--- src/hw/rtl/toroidal_life_automaton_assert.svh ---
// Assertion macros shared by the RTL. Every macro samples on clk and
// stays quiet while rst_n is low.
`ifndef TOROIDAL_LIFE_AUTOMATON_ASSERT_SVH
`define TOROIDAL_LIFE_AUTOMATON_ASSERT_SVH

// The consequent must hold in the same cycle as the antecedent.
`define TLA_ASSERT_IMP(label, ante, cons, msg) \
  label: assert property (@(posedge clk) disable iff (!rst_n) (ante) |-> (cons)) \
    else $error(msg);

// The consequent must hold in the cycle after the antecedent.
`define TLA_ASSERT_NEXT(label, ante, cons, msg) \
  label: assert property (@(posedge clk) disable iff (!rst_n) (ante) |=> (cons)) \
    else $error(msg);

`endif

--- src/hw/rtl/tla_pkg.sv ---
package tla_pkg;

  localparam int ROWS  = 14;
  localparam int COLS  = 39;
  localparam int ROW_W = 4;
  localparam int COL_W = 6;
  localparam int GEN_W = 16;
  localparam int CNT_W = $clog2(ROWS);

  typedef enum logic [1:0] {
    OP_CLEAR = 2'd0,
    OP_SET   = 2'd1,
    OP_STEP  = 2'd2,
    OP_DUMP  = 2'd3
  } op_t;

  typedef enum logic [1:0] {
    ST_IDLE = 2'b01,
    ST_WALK = 2'b10
  } state_t;

  typedef logic [COLS-1:0] row_t;

  // Control broadcast to every row cell.
  typedef struct packed {
    logic             clr;
    logic             set;
    logic             shift;
    logic [CNT_W-1:0] row;
    logic [COL_W-1:0] col;
  } cell_ctl_t;

endpackage

--- src/hw/rtl/tla_cell.sv ---
module tla_cell (
  input  logic                    clk,
  input  logic                    rst_n,
  input  tla_pkg::cell_ctl_t      ctl,
  input  logic [tla_pkg::CNT_W-1:0] cell_idx,
  input  tla_pkg::row_t           shift_in,
  output tla_pkg::row_t           row_q
);
  import tla_pkg::*;

  row_t row_r;
  row_t row_nxt;
  row_t col_hot;

  always_comb begin
    for (int c = 0; c < COLS; c++) begin
      col_hot[c] = (ctl.col == COL_W'(c));
    end
  end

  always_comb begin
    priority if (ctl.clr) begin
      row_nxt = '0;
    end else if (ctl.shift) begin
      row_nxt = shift_in;
    end else if (ctl.set && (ctl.row == cell_idx)) begin
      row_nxt = row_r | col_hot;
    end else begin
      row_nxt = row_r;
    end
  end

  always_ff @(posedge clk) begin
    if (!rst_n) begin
      row_r <= '0;
    end else begin
      row_r <= row_nxt;
    end
  end

  assign row_q = row_r;

endmodule

--- src/hw/rtl/tla_rule.sv ---
module tla_rule (
  input  tla_pkg::row_t up,
  input  tla_pkg::row_t mid,
  input  tla_pkg::row_t dn,
  output tla_pkg::row_t nxt
);
  import tla_pkg::*;

  // One B3/S23 evaluator per column; columns wrap at both edges.
  for (genvar c = 0; c < COLS; c++) begin : g_col
    localparam int CL = (c == 0) ? COLS - 1 : c - 1;
    localparam int CR = (c == COLS - 1) ? 0 : c + 1;
    logic [3:0] n;

    assign n = 4'(up[CL]) + 4'(up[c]) + 4'(up[CR]) + 4'(mid[CL]) + 4'(mid[CR])
             + 4'(dn[CL]) + 4'(dn[c]) + 4'(dn[CR]);
    assign nxt[c] = (n == 4'd3) || (mid[c] && (n == 4'd2));
  end

endmodule

--- src/hw/rtl/toroidal_life_automaton.sv ---
// Channel   Ports                                          Handshake
// command   in_opcode, in_cell_row, in_cell_col            start & !busy
// result    out_row_index, out_row_cells,                  out_valid, one cycle
//           out_changed_cells, out_generation, out_last_row
//
// Clear and set finish at the accepting edge; busy stays low, no beat.
// Step and dump walk all ROWS (14) rows: the grid circulates once around the
//   ring of row cells, one row a cycle passing the single rule evaluator.
// Each row beat appears in the cycle after its row is walked; last_row marks
//   the final beat. A new command may be taken during that final beat.
// Reset (synchronous, rst_n low) kills every cell and zeroes the counter.
// The receiver cannot stall; every beat is shown for one cycle only.
module toroidal_life_automaton (
  input  logic                       clk,
  input  logic                       rst_n,
  input  logic                       start,
  output logic                       busy,
  input  logic [1:0]                 in_opcode,
  input  logic [tla_pkg::ROW_W-1:0]  in_cell_row,
  input  logic [tla_pkg::COL_W-1:0]  in_cell_col,
  output logic                       out_valid,
  output logic [tla_pkg::ROW_W-1:0]  out_row_index,
  output logic [tla_pkg::COLS-1:0]   out_row_cells,
  output logic [tla_pkg::COLS-1:0]   out_changed_cells,
  output logic [tla_pkg::GEN_W-1:0]  out_generation,
  output logic                       out_last_row
);
  import tla_pkg::*;
  `include "toroidal_life_automaton_assert.svh"

  state_t           state_r, state_nxt;
  logic [CNT_W-1:0] cnt_r, cnt_nxt;
  logic             dump_r, dump_nxt;
  logic [GEN_W-1:0] gen_r, gen_nxt;
  row_t             prev_r;       // old value of the row walked last
  row_t             first_r;      // old value of row 0, lower neighbor of the last row
  logic             out_valid_r;
  logic [ROW_W-1:0] out_idx_r;
  row_t             out_cells_r;
  row_t             out_chg_r;
  logic [GEN_W-1:0] out_gen_r;
  logic             out_last_r;

  op_t              op;
  logic             accept;
  logic             walking;
  logic             at_last;
  cell_ctl_t        ctl;
  row_t             row_q [ROWS];
  row_t             up_row, mid_row, dn_row, rule_row, new_row, chg_row;

  assign op      = op_t'(in_opcode);
  assign accept  = start && (state_r == ST_IDLE);
  assign walking = (state_r == ST_WALK);
  assign at_last = (cnt_r == CNT_W'(ROWS - 1));
  assign busy    = walking;

  // Command decode, broadcast to all cells.
  always_comb begin
    ctl       = '0;
    ctl.clr   = accept && (op == OP_CLEAR);
    ctl.set   = accept && (op == OP_SET) && (32'(in_cell_row) < ROWS)
                && (32'(in_cell_col) < COLS);
    ctl.shift = walking;
    ctl.row   = CNT_W'(in_cell_row);
    ctl.col   = in_cell_col;
  end

  // Ring of row cells: each cell hands its row to the one below; the top
  // cell takes the freshly evaluated row.
  for (genvar i = 0; i < ROWS; i++) begin : g_cell
    row_t sh_in;
    if (i == ROWS - 1) begin : g_tail
      assign sh_in = new_row;
    end else begin : g_body
      assign sh_in = row_q[i+1];
    end
    tla_cell u_cell (
      .clk      (clk),
      .rst_n    (rst_n),
      .ctl      (ctl),
      .cell_idx (CNT_W'(i)),
      .shift_in (sh_in),
      .row_q    (row_q[i])
    );
  end

  // Neighbors of the row sitting in cell 0. Above: the untouched last row on
  // the first walk cycle, else the saved previous row. Below: cell 1, except
  // on the final row, where cell 1 already holds the new row 0.
  assign mid_row = row_q[0];
  assign up_row  = (cnt_r == '0) ? row_q[ROWS-1] : prev_r;
  assign dn_row  = at_last ? first_r : row_q[1];

  tla_rule u_rule (
    .up  (up_row),
    .mid (mid_row),
    .dn  (dn_row),
    .nxt (rule_row)
  );

  assign new_row = dump_r ? mid_row : rule_row;
  assign chg_row = dump_r ? {COLS{1'b1}} : (rule_row ^ mid_row);

  always_comb begin
    state_nxt = state_r;
    cnt_nxt   = cnt_r;
    dump_nxt  = dump_r;
    gen_nxt   = gen_r;
    unique case (state_r)
      ST_IDLE: begin
        if (accept) begin
          unique case (op)
            OP_CLEAR: gen_nxt = '0;
            OP_SET:   gen_nxt = gen_r;
            OP_STEP: begin
              gen_nxt   = gen_r + 1'b1;
              dump_nxt  = 1'b0;
              cnt_nxt   = '0;
              state_nxt = ST_WALK;
            end
            OP_DUMP: begin
              dump_nxt  = 1'b1;
              cnt_nxt   = '0;
              state_nxt = ST_WALK;
            end
            default: gen_nxt = gen_r;
          endcase
        end
      end
      ST_WALK: begin
        cnt_nxt = cnt_r + 1'b1;
        if (at_last) begin
          state_nxt = ST_IDLE;
        end
      end
      default: state_nxt = ST_IDLE;
    endcase
  end

  always_ff @(posedge clk) begin
    if (!rst_n) begin
      state_r     <= ST_IDLE;
      cnt_r       <= '0;
      dump_r      <= 1'b0;
      gen_r       <= '0;
      out_valid_r <= 1'b0;
      out_last_r  <= 1'b0;
    end else begin
      state_r     <= state_nxt;
      cnt_r       <= cnt_nxt;
      dump_r      <= dump_nxt;
      gen_r       <= gen_nxt;
      out_valid_r <= walking;
      out_last_r  <= walking && at_last;
    end
  end

  // Payload registers: hold the walked row's result for one beat.
  always_ff @(posedge clk) begin
    if (walking) begin
      prev_r      <= mid_row;
      out_idx_r   <= ROW_W'(cnt_r);
      out_cells_r <= new_row;
      out_chg_r   <= chg_row;
      out_gen_r   <= gen_r;
      if (cnt_r == '0) begin
        first_r <= mid_row;
      end
    end
  end

  assign out_valid         = out_valid_r;
  assign out_row_index     = out_idx_r;
  assign out_row_cells     = out_cells_r;
  assign out_changed_cells = out_chg_r;
  assign out_generation    = out_gen_r;
  assign out_last_row      = out_last_r;

  `TLA_ASSERT_IMP(a_last_has_valid, out_last_row, out_valid, "last_row without a beat")
  `TLA_ASSERT_IMP(a_last_ends_walk, out_last_row, !busy, "still busy after last row")
  `TLA_ASSERT_NEXT(a_beat_follows_walk, busy, out_valid, "walk cycle produced no beat")
  `TLA_ASSERT_NEXT(a_no_beat_when_idle, !busy, !out_valid, "beat without a walk cycle")
  `TLA_ASSERT_NEXT(a_walk_start_row0, start && !busy && (in_opcode == OP_STEP),
                   busy && (cnt_r == '0), "step did not start at row 0")

endmodule
--- config.mk ---
export PLATFORM = sky130hd
export DESIGN_NAME = toroidal_life_automaton
export DESIGN_NICKNAME = d
export VERILOG_FILES = /design/src/hw/rtl/tla_pkg.sv /design/src/hw/rtl/tla_cell.sv /design/src/hw/rtl/tla_rule.sv /design/src/hw/rtl/toroidal_life_automaton.sv
export VERILOG_INCLUDE_DIRS = /design/src /design/src/hw/rtl
export SDC_FILE = /design/constraint.sdc
export NUM_CORES = 2
export LEC_CHECK = 0
export ABC_CLOCK_PERIOD_IN_PS = 6400
export BUFFER_PORTS_ARGS = -buffer_cell sky130_fd_sc_hd__buf_4
export CORE_MARGIN = 5
export CORE_UTILIZATION = 57
export DETAILED_ROUTE_END_ITERATION = 10
export GPL_ROUTABILITY_DRIVEN = 0
export PLACE_DENSITY = 0.77
export SETUP_SLACK_MARGIN = 0.2
export SLEW_MARGIN = 20
export SYNTH_ARGS = -nofsm -noshare
export SYNTH_HDL_FRONTEND = slang
export SYNTH_SLANG_ARGS = --single-unit
--- constraint.sdc ---
create_clock -name clk -period 6.4 [get_ports clk]
set_input_delay 1.92 -clock clk [delete_from_list [all_inputs] [get_ports clk]]
set_output_delay 1.92 -clock clk [all_outputs]
set_load 0.005 [all_outputs]
# After elaboration in Yosys (flattened, before gate mapping)
# Index checks and enable logic that the tools add are counted.
# W data, S select, Z words.
# op_classes
n_addsub	275
multipliers	0
n_div	0
n_lt_le_gt_ge	2
eq_ne	138
n_shift	0
n_mux	40
bitwise	16
reduce_logical	126
# op_table
operator	count
$mux W39	31
$add A4 B1 Y4	234
$or A39 B39 Y39	14
$eq A4 B2 Y1 const B	80
$eq A6 B5 Y1 const B	16
$add A1 B1 Y2	39
$logic_and A1 B1 Y1	59
$eq A6 B4 Y1 const B	8
$eq A6 B6 Y1 const B	7
$logic_or A1 B1 Y1	39
$xor A39 B39 Y39	1
$reduce_bool A2 Y1	17
$pmux W16 S2	1
$eq A4 B4 Y1 const B	7
$eq A6 B3 Y1 const B	4
$add A16 B1 Y16 const B	1
$eq A4 B3 Y1 const B	4
$eq A6 B2 Y1 const B	2
$reduce_and A3 Y1	4
$logic_not A4 Y1	2
$mux W4	2
$pmux W4 S2	1
$eq A2 B2 Y1 const B	3
$eq A6 B1 Y1 const B	1
15 further kinds	20
# totals
regBits	747
latch_bits	0
mem_bits_rw	0
romBits	0
inputBits	15
out_inout_bits	101
wordCells	623
memories	0

# Logic depth before layout (Yosys ltp)
# logic_depth
word_depth	14
mapped_depth	19
mapped_depth_nobuf	17

# Cells and area by module
# Synthesis repeated with hierarchy kept, for this count alone.
# hier_totals
cells_unflattened	4201
hier_area_um2	42319.3
# by_module_without_submodules
mod	n_inst	cells_each	area_each_um2	seq_area_each_um2
tla_cell	14	210	1945.6	780.7
toroidal_life_automaton	1	521	8449.4	5785.5
tla_rule	1	740	6631.4	0.0

# Least setup slack after synthesis
# No wires, ideal clock.
# synth_path
kind	flip-flop to output port
from	register state_r[0]
to	output port busy
arrival_time_ps	4991
t_required_ps	4480
slack_ps	-511
path_stages_with_launch	6
n_path_buf	3
cell_sequence	dfxtp_1 nand2b_1 clkbuf_1 inv_1 clkbuf_1 buf_1
# synth_between
elab_chain_len	1
# synth_lines
item	line_no	text
start: declaration	toroidal_life_automaton.sv:31	state_t state_r, state_nxt;
start signal: assignment	toroidal_life_automaton.sv:150	state_r <= state_nxt;
$eq A2 B2 Y1	toroidal_life_automaton.sv:54	assign walking = (state_r == ST_WALK);
end: declaration	toroidal_life_automaton.sv:17	output logic busy,
# Every way passes these cells.

# Worst setup path after layout
# layout_path
from	register cnt_r[1]
to	register out_chg_r[10], in the netlist out_changed_cells[10] (data pin)
# layout_between
elab_chain_len	13
elab_cells_between_ends	16
cone_classes	7 x add/sub; 3 x eq/ne; 2 x mux; 1 x bitwise; 3 x reduce/logical
# layout_lines
item	line_no	text
start: declaration	toroidal_life_automaton.sv:32	logic [CNT_W-1:0] cnt_r, cnt_nxt;
start signal: assignment	toroidal_life_automaton.sv:151	cnt_r <= cnt_nxt;
$logic_not A4 Y1	toroidal_life_automaton.sv:92	assign up_row = (cnt_r == '0) ? row_q[ROWS-1] : prev_r;
$mux W39	toroidal_life_automaton.sv:92	
$add A1 B1 Y2	tla_rule.sv:15	assign n = 4'(up[CL]) + 4'(up[c]) + 4'(up[CR]) + 4'(mid[CL]) + 4'(mid[CR])
$add A4 B1 Y4 (3 in a row)	tla_rule.sv:15	
$add A4 B1 Y4 (2 in a row)	tla_rule.sv:16	+ 4'(dn[CL]) + 4'(dn[c]) + 4'(dn[CR]);
$add A4 B1 Y4 *	tla_rule.sv:16	
$eq A4 B2 Y1	tla_rule.sv:17	assign nxt[c] = (n == 4'd3) || (mid[c] && (n == 4'd2));
$logic_and A1 B1 Y1	tla_rule.sv:17	
$logic_or A1 B1 Y1 *	tla_rule.sv:17	
$xor A39 B39 Y39 *	toroidal_life_automaton.sv:103	assign chg_row = dump_r ? {COLS{1'b1}} : (rule_row ^ mid_row);
end signal: assignment	toroidal_life_automaton.sv:165	out_chg_r <= chg_row;
end: declaration	toroidal_life_automaton.sv:40	row_t out_chg_r;
# Every way passes the cells marked *; elsewhere a longest branch is shown, timed or not.
# A chain may end at the register's enable or synchronous reset.

==> out/metrics.cfg <==
[clock_tree]
cts_buffers = 75
hold_buffers = 0
path_clk_slew_ns = 0.06
h-tree-depth = 3
cts_tree = yes
post_cts_resized = 0
clockRootBuffer = clkbuf_16
postCtsSetupRepairBufs = 0
cts_buffer_depth = 3
clock_latency_ns = 0.62
numClockSinks = 747

[drt]
wl_per_cell_microns = 20.00
drt_iter0_drc = 3575
wirelength_microns = 101300
postRouteAntennaNets = 0
first_pass_iters = 8
wl_met3_microns = 10120
routed-wl-met2_microns = 43770
viasPerCell = 6.219
wl_met1_microns = 44540
drc_errors = 0
top_layer = met5
vias = 31495

[die]
row_count = 95
io-pin-count = 116
die_x_microns = 269.5
start_util_pct = 57.27
coreArea_sq_um = 67040
die_area_sq_um = 72640
die_height_microns = 269.5

[global_routing]
overflow = 0
grt_pass1_wl_microns = 158800
grt_max_degree = 281
grt_usage_pct = 26.60
grt_pass1_vias = 28444
antenna_found_initial = 4

[synth]
synth_edf_count = 176
synthSimpleGateAreaFrac_pct = 9.272
synthTopCellsByCount = a21oi_1, dfxtp_1, o21ai_0
post_synth_num_cell_types = 71
async_flop_share_pct = 0
seq_area_frac_synth_pct = 43.54
synth-adder-area-share_pct = 11.35
ys.flop_type = dfxtp_1
yosys.area.top_type = dfxtp_1
synth_top_area_share_pct = 29.78
yosys_warnings = 0
yosysMostFrequentCell = a21oi_1
syn_area_per_cell_sq_um = 9.104
synth_compound_area_share_pct = 25.39
synth_xor_area_share_pct = 1.072
synth_fp_nets = 4509
synth.top_cells.by_area = dfxtp_1, a21oi_1, edfxtp_1
synthCells = 4217
synth_seq_cells = 747
syn_area_sq_um = 38390
synth_top_family_by_area = compound AO/OA/AOI/OAI gates
synthMuxAreaShare_pct = 3.667

[finish]
drive_gt1_share_pct = 10.24
area_growth_pct = 9.960
finalNonFillerCells = 5064
final_nets = 4418

[worst_setup_path]
required_ns = 6.78
critical_path_class = register to register
worst_path_max_delay_cell = nor3b_2
cp-start-kind = register
path_max_fanout = 46
r2r_start = cnt_r[1]$_SDFFE_PN0P_
crit_buf_inv = 4
ff2ff_setup_slack_ns = 1.08
cp.arrival_ns = 5.70
path_delay_family = adder cells
cp_slowest_stage_delay_ns = 0.58
r2r-end = out_changed_cells[10]$_SDFFCE_PP1P_
worstPathCellList = inv_1 > ha_1 > nor3b_2 > buf_12 > mux2_2 > ha_1 > inv_1 > fa_1 > xnor2_1 > ha_1 > fa_1 > inv_1 > fa_1 > nor4b_1 > a21oi_1 > a211o_1
ff2ff_path_depth = 16
end_kind = register

[sta]
post-route-period-util_pct = 83.19
max_clock_freq_ghz = 0.1878
setup_violations = 0
relSlewSlack_pct = 15.05
final-hold-violation-count = 0
max_slew.worst_pin.slew_ns = 1.263
setup_tns_ns = 0
maxSlewViolCount = 0
hold_slack_ns = 0.4564
rsz0062_at_grt = no
skew_ns = 0.01706
fin_crit_ns = 5.324

[pwr]
ir_worst_vdd_mv = 0.1946
leakage_nw = 16.17
power_density_nw_per_um2 = 236.5

[outcome]
status = complete, no violations

[place]
portBuffers = 115
place_hpwl_microns = 65740
dp_cells = 4922

[min_path]
hp-class = register to register
hold_end = out_generation[15]$_DFFE_PP_
hold_depth = 0
hold_start = gen_r[15]$_SDFFE_PN0P_

[flow_run]
maxCapViolCount = 0

-- logic make-up (layout without fill, tap and decap cells) --
| group | after synthesis | after routing |
|---|---|---|
| AO/OA/AOI/OAI | 1802 | 1802 |
| flip-flops | 747 | 747 |
| AND/OR/NAND/NOR | 648 | 648 |
| buffers and inverters | 565 | 537 |
| adder cells (fa/ha/maj) | 277 | 277 |
| multiplexers | 131 | 131 |
| XOR/XNOR | 47 | 47 |
| other | 0 | 2 |
-- sequential cells by signal (all words and copies together), names as in the netlist --
signal	cells
g_cell.u_cell.row_q	546
first_r	39
out_changed_cells	39
out_row_cells	39
prev_r	39
gen_r	16
out_generation	16
cnt_r	4
out_row_index	4
state_r	2
dump_r	1
out_last_row	1
out_valid	1
-- area by class of cell --
type	instances	area, sq um
Antenna cell	2	5.005
Tap cell	873	1092
Inverter	236	893.4
Clock buffer	108	2247
Clock inverter	32	317.8
Multi-Input combinational cell	2905	19550
Fill cell	5486	24830
Timing Repair Buffer	161	1388
Sequential cell	747	16720
-- report_power, final --
part	internal, mW	switching [mW]
Combinational	0.181	0.377
Sequential	4.86	0.0397
Clock	2.63	1.90
-- through the flow --
| step | power [mW] | utilization, % | cell area (sq um) | worst slack (ns) |
|---|---|---|---|---|
| 6_report | 9.984 | 62.97 | 42210 | 1.076 |
| 3_3_place_gp | 5.527 | 59.13 | 39640 | 1.369 |
| 4_1_cts | 10.02 | 62.96 | 42210 | 1.152 |
| 5_1_grt | 10.30 | 62.97 | 42210 | 0.9363 |
| 2_1_floorplan | 5.374 | - | 38400 | 1.266 |
| 3_5_place_dp | 5.540 | 59.13 | 39640 | 1.162 |
-- cells in the final DEF, fill, tap and decap left out, types with 23 or more instances in the layout --
| master | synthesis | layout |
|---|---|---|
| nor2b_1 | 77 | 77 |
| inv_1 | 235 | 233 |
| mux2_2 | 77 | 77 |
| dfxtp_1 | 571 | 570 |
| clkbuf_16 | 0 | 80 |
| ha_1 | 158 | 158 |
| edfxtp_1 | 176 | 176 |
| nand3_1 | 29 | 28 |
| nand2_1 | 48 | 48 |
| buf_4 | 1 | 146 |
| o21ai_0 | 532 | 532 |
| nand2b_1 | 41 | 38 |
| and3_1 | 23 | 23 |
| a31oi_1 | 36 | 36 |
| xnor2_1 | 36 | 36 |
| fa_1 | 119 | 119 |
| or2_2 | 40 | 40 |
| nor2_1 | 180 | 180 |
| a21oi_1 | 1064 | 1064 |
| a211oi_1 | 37 | 36 |
| nor3_1 | 97 | 97 |
| mux2i_1 | 54 | 54 |
-- per-layer routing --
metal / track usage [%] / vias up
met4: 8.278 / 4
met5: 0 / -
li1: - / 15024
met2: 39.50 / 1344
met1: 39.25 / 14949
met3: 5.530 / 174
-- worst max path at each step --
stage	start	endpoint	cells past startpoint
3_3_place_gp	cnt_r[0]$_SDFFE_PN0P_	out_changed_cells[30]$_SDFFCE_PP1P_	16
2_1_floorplan	cnt_r[0]$_SDFFE_PN0P_	out_changed_cells[36]$_SDFFCE_PP1P_	19
3_5_place_dp	cnt_r[0]$_SDFFE_PN0P_	out_changed_cells[10]$_SDFFCE_PP1P_	16
5_1_grt	cnt_r[1]$_SDFFE_PN0P_	out_changed_cells[10]$_SDFFCE_PP1P_	16
4_1_cts	cnt_r[0]$_SDFFE_PN0P_	out_changed_cells[10]$_SDFFCE_PP1P_	16
6_report	cnt_r[1]$_SDFFE_PN0P_	out_changed_cells[10]$_SDFFCE_PP1P_	16
(Power assumes the default switching activity.)
